**config.mk**
```make
export PLATFORM = sky130hd
export DESIGN_NAME = delimited_field_range_extractor_core
export DESIGN_NICKNAME = d
export VERILOG_FILES = /design/src/hdl/dfre_pkg.sv /design/src/hdl/dfre_front.sv /design/src/hdl/dfre_fifo.sv /design/src/hdl/dfre_back.sv /design/src/hdl/delimited_field_range_extractor_core.sv
export VERILOG_INCLUDE_DIRS = /design/src /design/src/hdl
export SDC_FILE = /design/constraint.sdc
export NUM_CORES = 1
export LEC_CHECK = 0
export BUFFER_PORTS_ARGS = -buffer_cell sky130_fd_sc_hd__buf_2
export CORE_ASPECT_RATIO = 1.2
export CORE_MARGIN = 8
export CORE_UTILIZATION = 55
export CTS_BUF_LIST = sky130_fd_sc_hd__clkbuf_16
export DETAILED_ROUTE_END_ITERATION = 6
export HOLD_SLACK_MARGIN = 0.12
export PLACE_DENSITY = 0.79
export SLEW_MARGIN = 20
export SYNTH_ARGS = -nofsm -noshare
export SYNTH_HDL_FRONTEND = slang
export SYNTH_SLANG_ARGS = --single-unit
```
**constraint.sdc**
```tcl
create_clock -name clk -period 4.4 [get_ports clk]
set_input_delay 0.22 -clock clk [delete_from_list [all_inputs] [get_ports clk]]
set_output_delay 0.22 -clock clk [all_outputs]
set_load 0.02 [all_outputs]
```
**src/hdl/assert_macros.svh**
```systemverilog
// assertion macros shared by the rtl files
// no dependencies; empty bodies when SYNTHESIS is defined
`ifndef ASSERT_MACROS_SVH
`define ASSERT_MACROS_SVH
`ifndef SYNTHESIS
`define CHECK_NEVER(lbl, clk, rst, expr, msg) \
  lbl: assert property (@(posedge clk) disable iff (rst) !(expr)) else $error(msg);
`define CHECK_IMPLY(lbl, clk, rst, ante, cons, msg) \
  lbl: assert property (@(posedge clk) disable iff (rst) (ante) |-> (cons)) else $error(msg);
`else
`define CHECK_NEVER(lbl, clk, rst, expr, msg)
`define CHECK_IMPLY(lbl, clk, rst, ante, cons, msg)
`endif
`endif

```
**src/hdl/dfre_pkg.sv**
```systemverilog
// shared types and constants of the delimited field range extractor
// no dependencies
package dfre_pkg;

  localparam int MAX_DELIM   = 4;
  localparam int DELIM_SLOTS = (MAX_DELIM < 4) ? MAX_DELIM : 4;
  localparam int CNT_W       = 16;
  localparam int BYTE_W      = 8;
  localparam int FIELD_W     = 16;
  localparam int UNIT_W      = 16;
  localparam int CHARS_W     = 32;
  localparam int DCOUNT_W    = 3;
  localparam int CFG_IDX_W   = 2;
  localparam int Q_DEPTH     = 4;
  localparam int Q_AW        = $clog2(Q_DEPTH);
  localparam int Q_CW        = $clog2(Q_DEPTH + 1);
  localparam logic [CNT_W-1:0] CNT_MAX = {CNT_W{1'b1}};

  typedef enum logic [CFG_IDX_W-1:0] {
    REG_DELIM_CHARS = 2'd0,
    REG_DELIM_COUNT = 2'd1,
    REG_FIRST_FIELD = 2'd2,
    REG_LAST_FIELD  = 2'd3
  } cfg_reg_t;

  typedef struct packed {
    logic [CHARS_W-1:0]  delimiter_chars;
    logic [DCOUNT_W-1:0] delimiter_count;
    logic [FIELD_W-1:0]  first_field;
    logic [FIELD_W-1:0]  last_field;
  } cfg_t;

  // work for the back end produced by one item
  typedef struct packed {
    logic              has_held;
    logic [BYTE_W-1:0] held_byte;
    logic              has_final;
    logic              final_valid;
    logic [BYTE_W-1:0] final_byte;
    logic [CNT_W-1:0]  units;
  } entry_t;

endpackage

```
**src/hdl/dfre_front.sv**
```systemverilog
// front end: classifies bytes, tracks fields and the hold register, queues result work
// depends on dfre_pkg
module dfre_front import dfre_pkg::*; (
  input  logic              clk,
  input  logic              rst,
  input  cfg_t              cfg,
  input  logic              in_valid,
  output logic              in_ready,
  input  logic [BYTE_W-1:0] text_byte,
  input  logic              byte_present,
  input  logic              message_end,
  input  logic              q_full,
  output logic              q_push,
  output entry_t            q_entry
);

  logic [CNT_W-1:0]    field_counter, field_counter_next;
  logic [BYTE_W-1:0]   held_byte, held_byte_next;
  logic                held_valid, held_valid_next;
  logic [CNT_W-1:0]    delimiter_tally, delimiter_tally_next;
  logic                previous_was_data, previous_was_data_next;
  logic [DCOUNT_W-1:0] n_used;
  logic                delim, sel, accept;
  logic [CNT_W-1:0]    units;

  assign in_ready = !q_full;
  assign accept   = in_valid && in_ready;

  always_comb begin
    n_used = (cfg.delimiter_count > DCOUNT_W'(DELIM_SLOTS)) ?
             DCOUNT_W'(DELIM_SLOTS) : cfg.delimiter_count;
    delim = 1'b0;
    for (int i = 0; i < DELIM_SLOTS; i++) begin
      if ((DCOUNT_W'(i) < n_used) &&
          (cfg.delimiter_chars[8*i +: 8] == text_byte)) begin
        delim = 1'b1;
      end
    end
    if (delim) begin
      sel = (32'(field_counter) >= 32'(cfg.first_field)) &&
            (32'(field_counter) < 32'(cfg.last_field));
    end else begin
      sel = (32'(field_counter) >= 32'(cfg.first_field)) &&
            (32'(field_counter) <= 32'(cfg.last_field));
    end
  end

  always_comb begin
    field_counter_next     = field_counter;
    held_byte_next         = held_byte;
    held_valid_next        = held_valid;
    delimiter_tally_next   = delimiter_tally;
    previous_was_data_next = previous_was_data;
    q_entry                = '0;
    q_push                 = 1'b0;
    units                  = '0;
    if (accept) begin
      if (byte_present) begin
        if (sel) begin
          q_entry.has_held  = held_valid;
          q_entry.held_byte = held_byte;
          held_byte_next    = text_byte;
          held_valid_next   = 1'b1;
        end
        if (delim) begin
          if (field_counter < CNT_MAX) field_counter_next = field_counter + 1'b1;
          if (delimiter_tally < CNT_MAX) delimiter_tally_next = delimiter_tally + 1'b1;
          previous_was_data_next = 1'b0;
        end else begin
          previous_was_data_next = 1'b1;
        end
      end
      if (message_end) begin
        units = delimiter_tally_next;
        if (previous_was_data_next && (units < CNT_MAX)) units = units + 1'b1;
        q_entry.has_final   = 1'b1;
        q_entry.final_valid = held_valid_next;
        q_entry.final_byte  = held_valid_next ? held_byte_next : '0;
        q_entry.units       = units;
        field_counter_next     = '0;
        held_byte_next         = '0;
        held_valid_next        = 1'b0;
        delimiter_tally_next   = '0;
        previous_was_data_next = 1'b0;
      end
      q_push = q_entry.has_held || q_entry.has_final;
    end
  end

  always_ff @(posedge clk) begin
    if (rst) begin
      field_counter     <= '0;
      held_byte         <= '0;
      held_valid        <= 1'b0;
      delimiter_tally   <= '0;
      previous_was_data <= 1'b0;
    end else begin
      field_counter     <= field_counter_next;
      held_byte         <= held_byte_next;
      held_valid        <= held_valid_next;
      delimiter_tally   <= delimiter_tally_next;
      previous_was_data <= previous_was_data_next;
    end
  end

endmodule

```
**src/hdl/dfre_fifo.sv**
```systemverilog
// short queue of result work between front and back end
// depends on dfre_pkg and assert_macros.svh
`include "assert_macros.svh"
module dfre_fifo import dfre_pkg::*; (
  input  logic   clk,
  input  logic   rst,
  input  logic   push,
  input  entry_t wr_data,
  output logic   full,
  input  logic   pop,
  output logic   rd_valid,
  output entry_t rd_data
);

  entry_t            mem [Q_DEPTH];
  logic [Q_AW-1:0]   wr_ptr, rd_ptr;
  logic [Q_CW-1:0]   count;

  assign full     = (count == Q_CW'(Q_DEPTH));
  assign rd_valid = (count != '0);
  assign rd_data  = mem[rd_ptr];

  always_ff @(posedge clk) begin
    if (push) mem[wr_ptr] <= wr_data;
  end

  always_ff @(posedge clk) begin
    if (rst) begin
      wr_ptr <= '0;
      rd_ptr <= '0;
      count  <= '0;
    end else begin
      if (push) wr_ptr <= wr_ptr + 1'b1;
      if (pop) rd_ptr <= rd_ptr + 1'b1;
      count <= count + Q_CW'(push) - Q_CW'(pop);
    end
  end

  `CHECK_NEVER(a_no_push_full, clk, rst, push && full, "push into full queue")
  `CHECK_NEVER(a_no_pop_empty, clk, rst, pop && !rd_valid, "pop from empty queue")
  `CHECK_NEVER(a_count_bound, clk, rst, count > Q_CW'(Q_DEPTH), "queue count overflow")
  `CHECK_IMPLY(a_ptr_track, clk, rst, count == '0, wr_ptr == rd_ptr, "queue pointers diverged")

endmodule

```
**src/hdl/dfre_back.sv**
```systemverilog
// back end: turns queued work into result items through an output register
// depends on dfre_pkg
module dfre_back import dfre_pkg::*; (
  input  logic              clk,
  input  logic              rst,
  input  logic              q_valid,
  input  entry_t            q_entry,
  output logic              q_pop,
  output logic              out_valid,
  input  logic              out_ready,
  output logic [BYTE_W-1:0] out_byte,
  output logic              data_valid,
  output logic              result_last,
  output logic [UNIT_W-1:0] unit_count
);

  logic              phase, phase_next;
  logic              load;
  logic [BYTE_W-1:0] byte_next;
  logic              dv_next, last_next;
  logic [UNIT_W-1:0] count_next;

  assign load = !out_valid || out_ready;

  always_comb begin
    phase_next = phase;
    q_pop      = 1'b0;
    byte_next  = q_entry.final_byte;
    dv_next    = q_entry.final_valid;
    last_next  = 1'b1;
    count_next = UNIT_W'(q_entry.units);
    if (q_entry.has_held && !phase) begin
      byte_next  = q_entry.held_byte;
      dv_next    = 1'b1;
      last_next  = 1'b0;
      count_next = '0;
    end
    if (load && q_valid) begin
      if (q_entry.has_held && !phase) begin
        phase_next = q_entry.has_final;
        q_pop      = !q_entry.has_final;
      end else begin
        phase_next = 1'b0;
        q_pop      = 1'b1;
      end
    end
  end

  always_ff @(posedge clk) begin
    if (rst) begin
      phase     <= 1'b0;
      out_valid <= 1'b0;
    end else begin
      phase <= phase_next;
      if (load) out_valid <= q_valid;
    end
  end

  always_ff @(posedge clk) begin
    if (load && q_valid) begin
      out_byte    <= byte_next;
      data_valid  <= dv_next;
      result_last <= last_next;
      unit_count  <= count_next;
    end
  end

endmodule

```
**src/hdl/delimited_field_range_extractor_core.sv**
```systemverilog
// delimited field range extractor: text bytes in, selected field bytes out
// holds the configuration registers; depends on dfre_pkg, dfre_front, dfre_fifo, dfre_back
//
// usage: message bytes enter on the s_ channel, one item per cycle while s_tready is high; s_tuser[0] is 1 when
// s_tdata carries a byte, s_tlast marks the last item of a message. result items leave on
// the m_ channel: m_tdata holds the byte and the unit count, m_tuser[0] says the byte is
// extracted data, m_tlast marks the final result of a message.
// the config channel writes delimiter chars, delimiter count, first and last field;
// cfg_ready is always high; the user must write only while the block is idle (not enforced).
// the front end takes one item per cycle with no bubbles; the only limit is the 4-entry
// work queue, so an input item is taken in the cycle it arrives unless the queue is full.
// a result passes through the work queue and the output register; the back end delivers one
// result per cycle while m_tready is high, so two results of one end item leave in turn.
// reset clears the field state, the queue and the output register, and restores the
// configuration defaults (space delimiter, one code, fields 0 through 0).
// when m_tready is low the output register holds, the queue fills, and s_tready drops
// once four work entries are waiting; nothing is lost or repeated.
module delimited_field_range_extractor_core import dfre_pkg::*; (
  input  logic                 clk,
  input  logic                 rst,
  input  logic                 s_tvalid,
  output logic                 s_tready,
  input  logic [7:0]           s_tdata,   // text_byte
  input  logic [0:0]           s_tuser,   // byte_present
  input  logic                 s_tlast,   // message_end
  output logic                 m_tvalid,
  input  logic                 m_tready,
  output logic [23:0]          m_tdata,   // out_byte, unit_count
  output logic [0:0]           m_tuser,   // data_valid
  output logic                 m_tlast,   // result_last
  input  logic                 cfg_valid,
  output logic                 cfg_ready,
  input  logic [CFG_IDX_W-1:0] cfg_index,
  input  logic [CHARS_W-1:0]   cfg_data
);

  cfg_t              cfg;
  logic              q_full, q_push, q_pop, q_valid;
  entry_t            q_wr, q_rd;
  logic [BYTE_W-1:0] out_byte;
  logic [UNIT_W-1:0] unit_count;
  logic              data_valid;

  assign cfg_ready = 1'b1;

  always_ff @(posedge clk) begin
    if (rst) begin
      cfg.delimiter_chars <= CHARS_W'(32);
      cfg.delimiter_count <= DCOUNT_W'(1);
      cfg.first_field     <= '0;
      cfg.last_field      <= '0;
    end else if (cfg_valid && cfg_ready) begin
      case (cfg_reg_t'(cfg_index))
        REG_DELIM_CHARS: cfg.delimiter_chars <= cfg_data;
        REG_DELIM_COUNT: cfg.delimiter_count <= cfg_data[DCOUNT_W-1:0];
        REG_FIRST_FIELD: cfg.first_field     <= cfg_data[FIELD_W-1:0];
        REG_LAST_FIELD:  cfg.last_field      <= cfg_data[FIELD_W-1:0];
        default: ;
      endcase
    end
  end

  dfre_front u_front (
    .clk          (clk),
    .rst          (rst),
    .cfg          (cfg),
    .in_valid     (s_tvalid),
    .in_ready     (s_tready),
    .text_byte    (s_tdata),
    .byte_present (s_tuser[0]),
    .message_end  (s_tlast),
    .q_full       (q_full),
    .q_push       (q_push),
    .q_entry      (q_wr)
  );

  dfre_fifo u_fifo (
    .clk      (clk),
    .rst      (rst),
    .push     (q_push),
    .wr_data  (q_wr),
    .full     (q_full),
    .pop      (q_pop),
    .rd_valid (q_valid),
    .rd_data  (q_rd)
  );

  dfre_back u_back (
    .clk         (clk),
    .rst         (rst),
    .q_valid     (q_valid),
    .q_entry     (q_rd),
    .q_pop       (q_pop),
    .out_valid   (m_tvalid),
    .out_ready   (m_tready),
    .out_byte    (out_byte),
    .data_valid  (data_valid),
    .result_last (m_tlast),
    .unit_count  (unit_count)
  );

  assign m_tdata    = {unit_count, out_byte};
  assign m_tuser[0] = data_valid;

endmodule

```
### Word-level counts from Yosys, hierarchy flattened

Memories as Yosys holds them, arrays and structs flattened. A register that Yosys moved wholly into a read port is not among the register bits.
Cells that the tools add are included.

* register bits: 144
* memory bits (writable): 140
* input bits: 49
* output and inout port bits: 29
* word-level logic and storage cells: 115
* memories kept: 1

Memory list
* u_fifo.mem: depth 4, width 35, read ports 1, clocked after memory_dff 1, wr ports 1, RTL line dfre_fifo.sv:15 `entry_t mem [Q_DEPTH];`

* $add $sub $neg: 7
* $lt $le $gt $ge: 11
* eq/ne operators: 8
* multiplexer cells: 44
* reduce and logical (&&, ||, !) cells: 26

Operator list (count)
* $mux W16: 10
* $mux W26: 2
* $add A16 B1 Y16 const B: 3
* $lt A16 B16 Y1 const B: 3
* $mux W8: 5
* $mux W35: 1
* $eq A8 B8 Y1: 4
* $mux W9: 3
* $mux W1: 20
* $ge A16 B16 Y1: 1
* $le A16 B16 Y1: 1
* $lt A16 B16 Y1: 1
* $logic_and A1 B1 Y1: 10
* $reduce_and A2 Y1: 4
* $lt A1 B3 Y1 const A: 2
* $lt A2 B3 Y1 const A: 2
* $reduce_bool A2 Y1: 3
* $add A2 B1 Y2 const B: 2
* $eq A2 B2 Y1 const B: 2
* $logic_not A1 Y1: 4
* $mux W2: 2
* $reduce_and A4 Y1: 1
* $add A3 B1 Y3: 1
* $eq A3 B3 Y1 const B: 1
* other kinds (7): 8

### Longest topological paths before layout

Gate-level depths: netlist of run 1.

* depth in word-level cells: 20
* mapped depth: 17
* mapped depth without buffers: 17

### Cells and area by module

Synthesis of run 1 repeated with hierarchy kept, for this count alone.

* cell total of the unflattened synthesis: 1143
* area total of the unflattened synthesis: 13798.2 µm²

By module, submodules not included
* dfre_fifo: times used 1, cells an instance 225, area each 5542.8 µm², seq. area each 4384.2 µm²
* dfre_front: times used 1, cells an instance 576, area each 4341.7 µm², seq. area each 840.8 µm²
* delimited_field_range_extractor_core: times used 1, cells an instance 259, area each 2796.4 µm², seq. area each 1341.3 µm²
* dfre_back: times used 1, cells an instance 83, area each 1117.3 µm², seq. area each 820.8 µm²

### Worst setup path after synthesis of run 1

No wires, ideal clock.

* path type: reg2reg
* start point: reg, netlist name cfg[1]
* end point: mem u_fifo.mem[0][0] (netlist name) (enable)
* library setup time: 0.431 ns
* arrival time: 3.949 ns
* data required time: 3.969 ns
* slack: 0.019 ns
* stages on the path, launching flop included: 13
* buffers on the path: 0
* clock period less this slack: 4.381 ns
* cell sequence: dfxtp_1 > inv_1 > ha_1 > nor2b_1 > o21a_1 > o21a_1 > o21a_1 > o21a_1 > o21ai_0 > a31oi_1 > nor4_1 > a31oi_1 > nor2b_1

* longest elaborated chain between the ends: 10
* elaborated cells between the ends (all ways): 12
* those cells by class: 2 x order compare; 7 x mux; 3 x reduce/logical

RTL lines
* $le A16 B16 Y1 / $lt A16 B16 Y1 (equally long branches): RTL line dfre_front.sv:44, dfre_front.sv:41
* $logic_and A1 B1 Y1, on equally long branches: RTL line dfre_front.sv:43, dfre_front.sv:40
* $mux W1 (*): RTL line dfre_front.sv:39 `if (delim) begin`
* $mux W9 (*): RTL line dfre_front.sv:59 `if (sel) begin`
* $mux W9 (*): RTL line dfre_front.sv:58 `if (byte_present) begin`
* $mux W9 (*): RTL line dfre_front.sv:57 `if (accept) begin`
* $logic_or A1 B1 Y1 (*): RTL line dfre_front.sv:86 `q_push = q_entry.has_held || q_entry.has_final;`
* $mux W1 (*): RTL line dfre_front.sv:57
* $mux W1 (*): RTL line dfre_fifo.sv:24 `if (push) mem[wr_ptr] <= wr_data;`
* $mux W1 (not written as such) (*): RTL line dfre_fifo.sv:24
* end: declaration: RTL line dfre_fifo.sv:15

Every way passes the cells marked *; elsewhere a longest branch is shown, timed or not. The select of a mux whose other input is x is not followed.

==> reports/results.ini, run 1 <==
[setup_path]
worst_flop_to_flop_path_endpoint=u_fifo.mem[0][7]
r2r.worst_path.cells=12
critPathLaunchType=register
criticalPathCategory=register to register
worst_path_largest_cell_delay_ns=0.53
critical_path.endpoint_type=register
timing.critical_path.slowest_stage_cell=sky130_fd_sc_hd__dfxtp_1
cp.required_ns=4.71
timing.rr.start=u_front.delimiter_tally[0]
regToRegSetupSlack_ns=0.47
worst-path-max-fanout=17
crit_arrival_ns=4.24
path_cells=ha_2 -> and3_4 -> and3_1 -> a41oi_2 -> o21ai_2 -> xnor2_1 -> ha_1 -> inv_1 -> a2111oi_4 -> nand4_4 -> and4_1 -> nor3_1

[pwr]
pwr-share-comb_pct=20.1
p_sw_share_pct=28.0
intPower_mw=4.97
power.static_leakage_nw=5.26
post-layout-total-power_mw=6.91
netSwitchingPower_mw=1.93
ir_drop_v=0.000339
p_per_area_mw_per_mm2=456
pwr-share-seq_pct=47.2
power.share.clock_pct=32.7

[hold_path]
worstHoldStart=s_tlast
min_to=u_front.held_byte[0]
min_path_type=input pin to register
min_delay_path_depth=2

[route]
detail_route.first_pass.iterations=5
routedWlPerCell_um=17.8
finalWirelength_um=28700
drt-initial-drc-count=558
drt_drc_violations_left=0
per_cell_via_count_in_the_routed_design=5.66
via_count=9124
ant_nets=0

[clock_tree]
cts.clk_slew.worst_paths_ns=0.06
clock_tree.htree_level_count=1
clock-root-buffer=sky130_fd_sc_hd__clkbuf_16
max-clock-path-buffers=3
cts.sink_count=286
cts_tree=built
clk-insertion-delay-late_ns=0.56
tritoncts.num_buffers=27

[global_route]
grt_max_degree=60
grt_antenna_before_repair=1
global_route.overflow_total=0
grt_util_all_layers_pct=20.0
first_global_vias=9217
grt_pass1_wl_um=46500

[logic_synthesis]
yosysWarnings=0
postSynthAreaPerCell_um2=11.2
ys_types=74
syn-instance-count=1175
ys_dominant_reg_cell=sky130_fd_sc_hd__edfxtp_1
synth-seq-cells=286
synth_async_sr_flop_share_pct=0
syn_nets=1266
number_of_flops_mapped_to_enable_cells_by_yosys=166
yosysSeqAreaShare_pct=56.3
mapped_cell_area_mm2=0.0131

[sta]
fin_crit_ns=3.93
fmax_ghz=0.255
tightestPinTransition_ns=1.10
report.final.slew_viol_count=0
final_clock_period_utilization_by_the_worst_path_pct=89.2
setup_viol_count_final=0
final_critical_path_setup_slack_ns=0.474
hold_violation_count_in_the_final_report=0
max-slew-margin-rel_pct=26.7
grt_setup_unrepaired=false
clock_skew_ns=0.0209
fin_tns_setup_ns=0

[status]
run_status=completed

[floorplanning]
start_util_pct=55.5
num_io_pins=78
floorplan.die.height_um=185
die-area_mm2=0.0291
core_area_mm2=0.0237
die_w_um=157
floorplan.rows=62

[layout]
stdcell_count=1612
final_core_utilization_pct=64.0
final_layout_fill_cell_count=1755
layout-drive-gt1-share_pct=16.3
multi_input_comb_area_mm2=0.00533
layout-area-overhead-vs-synth_pct=15.4
sequential_cell_area_mm2=0.00739
final_nets=1361

[placed_design]
hpwl_um=18800
dp_worst_setup_slack_ns=0.439
place.gp.congestion=0.903
dp.cells=1517
port_buffers=76

[job]
maxCapViolCount=0

==> metal layers <==
layer | global-route usage (%) | part of all wire [%] | routed length, µm
met5 | 0 | 0 | 0
met4 | 8.01 | 3.3 | 953
met3 | 2.94 | 5.3 | 1520
met2 | 35.9 | 50 | 14500
met1 | 23.7 | 41 | 11800
==> kinds of logic (layout without fill, tap and decap cells) <==
kind of cell / after synthesis / count (layout) / synth area share (%)
compound gates: 190 / 190 / 9.04
other cells: 1 / 2 / 0.0286
buf+inv: 118 / 234 / 3.61
xor+xnor: 65 / 65 / 4.34
mux: 53 / 53 / 7.46
flops: 286 / 286 / 56.3
simple gates: 420 / 420 / 15.2
fa+ha+maj: 42 / 42 / 4.06
==> layout make-up <==
class	instances	area share, %
flip-flops and latches	286	48.8
multi-input cells	771	35.2
repair buffers	131	6.31
clock buffers	28	4.63
well taps	320	2.64
inverters	53	1.31
clock inverters	22	1.14
diodes	1	0.0165
==> cell usage in the layout, fill, tap and decap left out, types with 9 or more instances in the layout <==
cell | synthesis | routed
sky130_fd_sc_hd__o21a_1 | 10 | 10
sky130_fd_sc_hd__nor2b_1 | 29 | 24
sky130_fd_sc_hd__ha_1 | 41 | 40
sky130_fd_sc_hd__xnor2_1 | 34 | 34
sky130_fd_sc_hd__buf_4 | 3 | 11
sky130_fd_sc_hd__mux2_2 | 9 | 9
sky130_fd_sc_hd__nand4_1 | 14 | 14
sky130_fd_sc_hd__clkbuf_16 | 0 | 28
sky130_fd_sc_hd__edfxtp_1 | 166 | 166
sky130_fd_sc_hd__mux4_2 | 35 | 35
sky130_fd_sc_hd__dfxtp_1 | 120 | 119
sky130_fd_sc_hd__nand2_1 | 184 | 184
sky130_fd_sc_hd__a21oi_1 | 100 | 99
sky130_fd_sc_hd__mux2i_1 | 9 | 9
sky130_fd_sc_hd__nor3_1 | 16 | 16
sky130_fd_sc_hd__inv_1 | 52 | 56
sky130_fd_sc_hd__nand3_1 | 22 | 22
sky130_fd_sc_hd__or3_1 | 17 | 17
sky130_fd_sc_hd__a22oi_1 | 9 | 9
sky130_fd_sc_hd__xor2_1 | 31 | 31
sky130_fd_sc_hd__buf_2 | 10 | 76
sky130_fd_sc_hd__dlygate4sd3_1 | 0 | 41
sky130_fd_sc_hd__nor2_1 | 80 | 79
sky130_fd_sc_hd__o21ai_0 | 21 | 21
==> registers in the layout, indices dropped and copies added, names as in the netlist, named ones only <==
signal                     flops
cfg                           67
u_back.data_valid              1
u_back.out_byte                8
u_back.out_valid               1
u_back.phase                   1
u_back.result_last             1
u_back.unit_count             16
u_fifo.count                   3
u_fifo.mem                   140
u_fifo.rd_ptr                  2
u_fifo.wr_ptr                  2
u_front.delimiter_tally       16
u_front.field_counter         16
u_front.held_byte              8
u_front.held_valid             1
u_front.previous_was_data      1
==> power groups by stage <==
stage	Combinational (mW)	Sequential [mW]	Clock, mW
6_report	1.39	3.26	2.26
5_1_grt	1.50	3.30	2.39
4_1_cts	1.39	3.27	2.30
3_5_place_dp	1.35	3.32	0
3_3_place_gp	1.33	3.31	0
2_1_floorplan	0.826	3.45	0
==> cell usage after synthesis (3+ instances only) <==
master,n,area (µm²)
sky130_fd_sc_hd__a21o_1,7,52.6
sky130_fd_sc_hd__dfxtp_1,120,2400
sky130_fd_sc_hd__buf_2,10,50.1
sky130_fd_sc_hd__nand2b_1,8,50.1
sky130_fd_sc_hd__and4_1,4,35.0
sky130_fd_sc_hd__a21oi_1,100,500
sky130_fd_sc_hd__nor4_1,9,56.3
sky130_fd_sc_hd__edfxtp_1,166,4980
sky130_fd_sc_hd__nand2_1,184,691
sky130_fd_sc_hd__nand3b_1,3,22.5
sky130_fd_sc_hd__nor3b_1,3,22.5
sky130_fd_sc_hd__mux2i_1,9,90.1
sky130_fd_sc_hd__ha_1,41,513
sky130_fd_sc_hd__o211ai_1,3,22.5
sky130_fd_sc_hd__or3_1,17,106
sky130_fd_sc_hd__o21ai_1,3,15.0
sky130_fd_sc_hd__and2_1,4,25.0
sky130_fd_sc_hd__mux4_2,35,788
sky130_fd_sc_hd__buf_4,3,22.5
sky130_fd_sc_hd__a22o_1,7,61.3
sky130_fd_sc_hd__mux2_2,9,101
sky130_fd_sc_hd__xnor2_1,34,298
sky130_fd_sc_hd__a22oi_1,9,67.6
sky130_fd_sc_hd__nor2b_1,29,181
sky130_fd_sc_hd__o21a_1,10,75.1
sky130_fd_sc_hd__nand3_1,22,110
sky130_fd_sc_hd__or2_2,3,18.8
sky130_fd_sc_hd__nor2_1,80,300
sky130_fd_sc_hd__o21ai_0,21,105
sky130_fd_sc_hd__buf_1,6,22.5
sky130_fd_sc_hd__nand4_1,14,87.6
sky130_fd_sc_hd__and3_1,8,50.1
sky130_fd_sc_hd__inv_1,52,195
sky130_fd_sc_hd__o21ai_2,3,26.3
sky130_fd_sc_hd__xor2_1,31,272
sky130_fd_sc_hd__clkbuf_1,45,169
sky130_fd_sc_hd__nor3_1,16,80.1
sky130_fd_sc_hd__o31a_1,3,26.3
==> critical path, delay by kind of cell, from the launching register on <==
kind | cells | cell delay, ns
fa+ha+maj | 2 | 0.62
buf+inv | 1 | 0.08
compound gates | 3 | 0.87
xor+xnor | 1 | 0.25
simple gates | 5 | 1.35
flops | 1 | 0.53
==> how the worst max path moves through the flow <==
stage	from	to	depth (start not counted)
6_report	u_front.delimiter_tally[0]	u_fifo.mem[0][7]	12
5_1_grt	u_front.delimiter_tally[0]	u_fifo.mem[1][11]	13
4_1_cts	u_front.delimiter_tally[0]	u_fifo.mem[1][11]	13
3_5_place_dp	u_front.delimiter_tally[0]	u_fifo.mem[1][11]	13
3_3_place_gp	u_front.delimiter_tally[0]	u_fifo.mem[0][11]	13
2_1_floorplan	cfg[1]	u_fifo.mem[0][0]	12
==> metrics by stage <==
| stage | area, µm² | hold slack [ns] |
|---|---|---|
| 2_1_floorplan | 13100 | 0.341 |
| 3_3_place_gp | 13800 | 0.443 |
| 3_5_place_dp | 13800 | 0.448 |
| 4_1_cts | 15100 | 0.140 |
| 5_1_grt | 15100 | 0.150 |
| 6_report | 15100 | 0.162 |
==> timing repair <==
item / CTS / global route
setup endpoints to repair: 0 / 4
endpoints found under the hold margin: 76 / 0
buffers inserted: 0 / 0
hold buffers: 41 / 0
resized for setup: 0 / 1
(Power assumes the default switching activity.)
==> run 2, diff against run 1 <==
--- a/config.mk
+++ b/config.mk
@@ -6,10 +6,13 @@
 export SDC_FILE = /design/constraint.sdc
 export NUM_CORES = 1
 export LEC_CHECK = 0
+export ABC_AREA = 1
 export BUFFER_PORTS_ARGS = -buffer_cell sky130_fd_sc_hd__buf_2
+export CELL_PAD_IN_SITES_DETAIL_PLACEMENT = 1
+export CELL_PAD_IN_SITES_GLOBAL_PLACEMENT = 2
 export CORE_ASPECT_RATIO = 1.2
 export CORE_MARGIN = 8
-export CORE_UTILIZATION = 55
+export CORE_UTILIZATION = 34
 export CTS_BUF_LIST = sky130_fd_sc_hd__clkbuf_16
 export DETAILED_ROUTE_END_ITERATION = 6
 export HOLD_SLACK_MARGIN = 0.12
==> run 2 against run 1 <==
Effect of this change: clock skew fell by 0.012 ns; highest routed layer unchanged; cell area rose by 5.8%; worst setup slack improved by 0.34 ns; synthesized area rose by 4.0%; die area rose by 61%; register-to-register slack improved by 0.34 ns; global-route usage fell by 3.8 points; sequential power rose by 1%; combinational power rose by 29%; core utilization fell by 24 points; non-clock buffer count rose by 2.
==> reports/results.ini, run 2 <==
[floorplanning]
start_util_pct=34.3  ; -21 points
die_w_um=199  ; +27%
core_area_mm2=0.0397  ; +68%
die-area_mm2=0.0468  ; +61%
floorplan.die.height_um=235  ; +27%
num_io_pins=78  ; unchanged
floorplan.rows=80  ; +29%

[pwr]
intPower_mw=5.19  ; +4.3%
p_per_area_mw_per_mm2=477  ; +4.5%
pwr-share-comb_pct=23.4  ; +3.3 points
ir_drop_v=0.000260  ; -23%
power.static_leakage_nw=6.40  ; +22%
netSwitchingPower_mw=2.45  ; +27%
power.share.clock_pct=33.4  ; +0.7 points
p_sw_share_pct=32.1  ; +4.1 points
pwr-share-seq_pct=43.3  ; -3.9 points

[logic_synthesis]
synth_area_leaders=sky130_fd_sc_hd__edfxtp_1, sky130_fd_sc_hd__dfxtp_1, sky130_fd_sc_hd__nand2_1
yosysSeqAreaShare_pct=54.1  ; -2.2 points
synth_async_sr_flop_share_pct=0  ; unchanged
number_of_flops_mapped_to_enable_cells_by_yosys=166  ; unchanged
syn_nets=1671  ; +32%
yosysTopAreaCell=sky130_fd_sc_hd__edfxtp_1
synthTopCellsByCount=sky130_fd_sc_hd__nand2_1, sky130_fd_sc_hd__nor2_1, sky130_fd_sc_hd__edfxtp_1
mapped_cell_area_mm2=0.0136  ; +4.0%
synth-seq-cells=286  ; unchanged
yosysTopAreaCellShare_pct=36.5  ; -1.5 points
syn-instance-count=1580  ; +34%
postSynthAreaPerCell_um2=8.64  ; -23%
ys_types=51  ; -31%
synthMostInstantiatedCell=sky130_fd_sc_hd__nand2_1
yosysWarnings=0  ; unchanged
ys_dominant_reg_cell=sky130_fd_sc_hd__edfxtp_1

[route]
ant_nets=0  ; unchanged
route.met2.wl_um=18900  ; +31%
topRoutingLayerUsed=met4
drt-initial-drc-count=400  ; -28%
finalWirelength_um=38100  ; +33%
met1_length_um=17000  ; +44%
routedWlPerCell_um=17.0  ; -4.7%
drt_drc_violations_left=0  ; unchanged
detail_route.first_pass.iterations=4  ; -1
via_count=10991  ; +20%
per_cell_via_count_in_the_routed_design=4.90  ; -13%
detailroute.wirelength.met3_um=1460  ; -4.1%

[clock_tree]
cts_tree=built
post_cts_buffers=0  ; unchanged
tritoncts.num_buffers=31  ; +15%
cts.sink_count=286  ; unchanged
clk-insertion-delay-late_ns=0.57  ; about the same
clock_tree.htree_level_count=1  ; unchanged
max-clock-path-buffers=3  ; unchanged
clock-root-buffer=sky130_fd_sc_hd__clkbuf_16
cts.clk_slew.worst_paths_ns=0.06  ; about the same

[layout]
commonest_cells_after_routing_fill_and_taps_aside=sky130_fd_sc_hd__nand2_1, sky130_fd_sc_hd__nor2_1, sky130_fd_sc_hd__inv_1, sky130_fd_sc_hd__edfxtp_1, sky130_fd_sc_hd__o21ai_0
layout-drive-gt1-share_pct=12.2  ; -4.1 points
stdcell_count=2242  ; +39%
final_core_utilization_pct=40.3  ; -24 points
final_nets=1774  ; +30%
leading_cell_type_in_the_layout_fill_and_taps_excluded=sky130_fd_sc_hd__nand2_1
flip_flop_count_of_the_largest_register_after_layout=140  ; unchanged
final_layout_fill_cell_count=4706  ; +170%
largest_register=u_fifo.mem
layout-area-overhead-vs-synth_pct=17.4
regs_by_ff_count=u_fifo.mem: 140 flops, cfg: 67 flops

[setup_path]
timing.critical_path.from=u_front.field_counter[0]
timing.rr.start=u_front.field_counter[0]
worst-path-max-fanout=7  ; -10
crit_arrival_ns=4.05  ; -0.19 ns
critical_path.endpoint_type=register
critPathLaunchType=register
cp.required_ns=4.86  ; +0.15 ns
r2r.worst_path.cells=20  ; +8
criticalPathCategory=register to register

[sta]
timing.hold.ws_ns=0.178  ; +0.0163 ns
hold_violation_count_in_the_final_report=0  ; unchanged
grt_setup_unrepaired=false
report.final.slew_viol_count=0  ; unchanged
fmax_ghz=0.279  ; +9.4%
clock_skew_ns=0.00939  ; -0.0116 ns
setup_viol_count_final=0  ; unchanged
tightestPinTransition_ns=0.977  ; -0.122 ns
final_clock_period_utilization_by_the_worst_path_pct=81.6  ; -7.7 points
max-slew-margin-rel_pct=34.6  ; +7.9 points
fin_crit_ns=3.59  ; -0.337 ns
fin_tns_setup_ns=0  ; unchanged

[global_route]
grt_pass1_wl_um=62200  ; +34%
first_global_vias=11772  ; +28%
grt_util_all_layers_pct=16.2  ; -3.8 points
grt_antenna_before_repair=1  ; unchanged
grt_max_degree=73  ; +22%
global_route.overflow_total=0  ; unchanged

[hold_path]
min_delay_path_depth=2  ; unchanged
min_path_type=input pin to register
worstHoldStart=rst

[status]
run_status=completed

[placed_design]
place.gp.congestion=0.796  ; -12%
hpwl_um=26600  ; +42%
port_buffers=76  ; unchanged
dp.cells=2144  ; +41%

[job]
maxCapViolCount=0  ; unchanged

-- run 2: cells by family (layout without fill, tap and decap cells) --
logic type | count (synthesis) | after routing | synth area share [%]
simple gates | 675 | 675 | 21.5
compound gates | 316 | 316 | 12.2
flops | 286 | 286 | 54.1
buf+inv | 242 | 370 | 7.08
fa+ha+maj | 42 | 42 | 3.91
xor+xnor | 18 | 18 | 1.16
other cells | 1 | 2 | 0.0275
-- run 2: critical path, cell delays in order (launching register included) --
cell	delay [ns]
sky130_fd_sc_hd__dfxtp_1	0.36
sky130_fd_sc_hd__inv_1	0.11
sky130_fd_sc_hd__ha_1	0.28
sky130_fd_sc_hd__o21ai_0	0.08
sky130_fd_sc_hd__a21oi_1	0.14
sky130_fd_sc_hd__nor2_1	0.07
sky130_fd_sc_hd__o21ai_0	0.18
sky130_fd_sc_hd__nand2_1	0.08
sky130_fd_sc_hd__nand2_1	0.07
sky130_fd_sc_hd__a21oi_1	0.06
sky130_fd_sc_hd__o21bai_1	0.19
sky130_fd_sc_hd__and2_1	0.21
sky130_fd_sc_hd__nand3_1	0.14
sky130_fd_sc_hd__nand2_1	0.10
sky130_fd_sc_hd__inv_1	0.19
sky130_fd_sc_hd__ha_1	0.35
sky130_fd_sc_hd__inv_1	0.04
sky130_fd_sc_hd__ha_1	0.19
sky130_fd_sc_hd__fa_1	0.38
sky130_fd_sc_hd__o21ai_0	0.18
sky130_fd_sc_hd__a21oi_1	0.06
-- run 2: layout make-up --
cell class,count,area (µm²),share of cell area [%]
Clock inverter,27,215,1.34
Sequential cell,286,7390,46.1
Timing Repair Buffer,133,956,5.96
Tap cell,533,667,4.16
Antenna cell,1,2.50,0.0156
Inverter,179,674,4.21
Multi-Input combinational cell,1052,5350,33.4
Clock buffer,31,776,4.84
-- run 2: layer usage --
layer  vias to the layer above  GRT usage [%]
li1                       5463              -
met1                      5333           20.2
met2                       152           28.7
met3                        43           2.42
met4                         0           4.27
met5                         -              0
-- run 2: worst paths after layout --
path	slack (ns)	endpoint
setup / recovery	0.81	u_fifo.count[2]
setup reg to reg	0.81	u_fifo.count[2]
hold / removal	0.18	u_fifo.count[0]
hold reg to reg	0.46	cfg[16]
-- run 2: repair_timing --
action	in CTS	in global routing
hold endpoints to repair	70	0
hold buffers	39	0
resized for setup	0	0
-- run 2: power by group through the flow --
stage / registers [mW] / clock network [mW] / logic [mW]
floorplan: 3.49 / 0 / 1.03
global placement: 3.35 / 0 / 1.75
detailed placement: 3.37 / 0 / 1.80
CTS: 3.31 / 2.63 / 1.84
global route: 3.34 / 2.72 / 2.03
finish: 3.30 / 2.55 / 1.79
-- run 2: stage by stage --
step                power, mW  setup WS (ns)  area, µm²
finish                   7.64          0.810      16000
global placement         5.10          0.875      14600
floorplan                4.52          0.671      13600
global route             8.09          0.471      16000
detailed placement       5.16          0.815      14600
CTS                      7.77          0.780      16000
==> run 3, diff against run 2 <==
==> constraint.sdc (replaced) <==
create_clock -name clk -period 3.1 [get_ports clk]
set_input_delay 0.155 -clock clk [delete_from_list [all_inputs] [get_ports clk]]
set_output_delay 0.155 -clock clk [all_outputs]
set_load 0.02 [all_outputs]
==> run 3 against run 2 <==
Effect of this change: clock skew increased by 0.0072 ns; worst hold slack lost 0.033 ns; largest cell class unchanged; cell area up 4.1%; total power is 48% higher; final cell count rose by 2.3%; clock power increased by 55%.
==> reports/results.ini, run 3 (same netlist as run 2, synthesis figures left out) <==
[sta]
tightestPinTransition_ns=0.678  ; -0.299 ns
setup_viol_count_final=0  ; unchanged
fin_crit_ns=2.94  ; -0.650 ns
fmax_ghz=0.340  ; +22%
final_clock_period_utilization_by_the_worst_path_pct=94.8  ; +13 points
final_critical_path_setup_slack_ns=0.160  ; -0.650 ns
hold_violation_count_in_the_final_report=0  ; unchanged
clock_skew_ns=0.0166  ; +0.00716 ns
report.final.slew_viol_count=0  ; unchanged
max-slew-margin-rel_pct=54.8  ; +20 points

[global_route]
grt_max_degree=75  ; +2.7%
grt_antenna_before_repair=1  ; unchanged
first_global_vias=11652  ; -1.0%
global_route.overflow_total=0  ; unchanged
grt_util_all_layers_pct=16.0  ; -0.16 points
grt_pass1_wl_um=61300  ; -1.4%

[placed_design]
detailed_place.area_mm2=0.0150  ; +2.4%
port_buffers=76  ; unchanged
dp.cells=2189  ; +2.1%
hpwl_um=26700  ; +0.32%
place.gp.congestion=0.814  ; +2.2%
dp_worst_setup_slack_ns=-0.0464  ; -0.861 ns

[setup_path]
path_cells=ha_1 -> nand2_1 -> nor3_1 -> buf_4 -> nand3_1 -> o21ai_1 -> and2_4 -> nand3_2 -> nand2_2 -> inv_2 -> ha_4 -> inv_2 -> ha_4 -> fa_2 -> inv_2 -> nor2_2
worst-path-max-fanout=3  ; -4
criticalPathCategory=register to register
worst_path_largest_cell_delay_ns=0.53  ; +0.15 ns
cp.required_ns=3.61  ; -1.25 ns
crit_arrival_ns=3.45  ; -0.60 ns
critPathLaunchType=register
r2r.worst_path.cells=16  ; -20%
critical_path.endpoint_type=register
timing.rr.start=u_front.field_counter[11]
critPathMostFrequentCell=sky130_fd_sc_hd__inv_2
timing.critical_path.from=u_front.field_counter[11]
timing.critical_path.slowest_stage_cell=sky130_fd_sc_hd__fa_2

[layout]
stdcell_count=2293  ; +2.3%
finish.instance_area_mm2=0.0167  ; +4.1%
final_nets=1826  ; +2.9%
layout-drive-gt1-share_pct=16.8  ; +4.6 points
layout-area-overhead-vs-synth_pct=22.2
largest_register=u_fifo.mem
regs_by_ff_count=u_fifo.mem: 140 flops, cfg: 67 flops
commonest_cells_after_routing_fill_and_taps_aside=sky130_fd_sc_hd__nand2_1, sky130_fd_sc_hd__nor2_1, sky130_fd_sc_hd__edfxtp_1, sky130_fd_sc_hd__inv_1, sky130_fd_sc_hd__o21ai_0
flip_flop_count_of_the_largest_register_after_layout=140  ; unchanged
final_layout_fill_cell_count=4680  ; -0.55%
leading_cell_type_in_the_layout_fill_and_taps_excluded=sky130_fd_sc_hd__nand2_1

[hold_path]
min_path_type=input pin to register
worstHoldStart=s_tdata[0]
min_delay_path_depth=5  ; +3

[floorplanning]
start_util_pct=34.3  ; unchanged
core_area_mm2=0.0397  ; unchanged
floorplan.die.height_um=235  ; unchanged
num_io_pins=78  ; unchanged
floorplan.rows=80  ; unchanged
die_w_um=199  ; unchanged
die-area_mm2=0.0468  ; unchanged

[pwr]
intPower_mw=7.77  ; +50%
p_sw_share_pct=31.2  ; -0.89 points
ir_drop_v=0.000404  ; +55%
power.static_leakage_nw=6.70  ; +4.8%
p_per_area_mw_per_mm2=677  ; +42%
pwr-share-seq_pct=41.0  ; -2.3 points
netSwitchingPower_mw=3.52  ; +44%
power.share.clock_pct=35.0  ; +1.6 points
pwr-share-comb_pct=24.0  ; +0.6 points

[clock_tree]
clock-root-buffer=sky130_fd_sc_hd__clkbuf_16
tritoncts.num_buffers=31  ; unchanged
cts.clk_slew.worst_paths_ns=0.06  ; about the same
clk-insertion-delay-late_ns=0.57  ; about the same
max-clock-path-buffers=3  ; unchanged
cts.sink_count=286  ; unchanged
cts_tree=built
clock_tree.htree_level_count=1  ; unchanged

[route]
drt_drc_violations_left=0  ; unchanged
detail_route.first_pass.iterations=4  ; unchanged
per_cell_via_count_in_the_routed_design=4.82  ; -1.6%
ant_nets=0  ; unchanged
via_count=11063  ; +0.66%
routedWlPerCell_um=16.5  ; -3.0%
finalWirelength_um=37800  ; -0.77%
drt-initial-drc-count=328  ; -18%

[job]
maxCapViolCount=0  ; unchanged

[status]
run_status=completed

## run 3: layout make-up
cell class | count | area, µm² | area share (%)
antenna | 1 | 2.50 | 0.0150
clock buffer | 31 | 776 | 4.65
clock inverter | 26 | 308 | 1.85
inverter | 179 | 677 | 4.06
multi-input combinational | 1052 | 5490 | 32.9
sequential | 286 | 7390 | 44.3
tap | 533 | 667 | 4.00
timing repair buffer | 185 | 1360 | 8.18
## run 3: final timing paths
path	end	slack, ns
max reg2reg	u_fifo.count[1]	0.16
max	u_fifo.count[1]	0.16
min reg2reg	u_front.held_byte[1]	0.46
min	u_front.held_byte[0]	0.14
## run 3: stage by stage
stage	TNS [ns]	utilization [%]	hold WS, ns	power [mW]
floorplan	-10.76	-	0.285	6.41
global placement	0	37.7	0.378	7.27
detailed placement	-0.0490	37.7	0.392	7.35
CTS	0	41.5	0.120	11.4
global route	-0.0202	42.0	0.182	11.9
finish	0	42.0	0.145	11.3
## run 3: metal layers
layer  up-vias  routed length [µm]  global-route usage, %
met1      5306               16700                   19.3
met4         0                 518                   3.67
met3        41                1100                   1.99
li1       5585                   -                      -
met5         -                   0                      0
met2       131               19500                   29.7
## run 3: timing repair
item,CTS,global route
setup buffers,0,5
resized for setup,2,47
endpoints found under the hold margin,97,0
pin swaps,0,14
setup endpoints to repair,2,62
hold buffers,41,0
## run 3: power groups by stage
stage / clock (mW) / sequential (mW) / combinational [mW]
after global placement: 0 / 4.70 / 2.57
final: 3.95 / 4.63 / 2.71
after detailed placement: 0 / 4.71 / 2.64
after CTS: 4.06 / 4.63 / 2.70
after global routing: 4.18 / 4.67 / 3.08
after floorplan: 0 / 4.95 / 1.47
## run 3: worst max-delay path, delay by kind of cell (launching register included)
kind            cells  cell delay [ns]
fa+ha+maj           4             1.26
simple gates        7             0.82
flops               1             0.37
buf+inv             4             0.30
compound gates      1             0.13
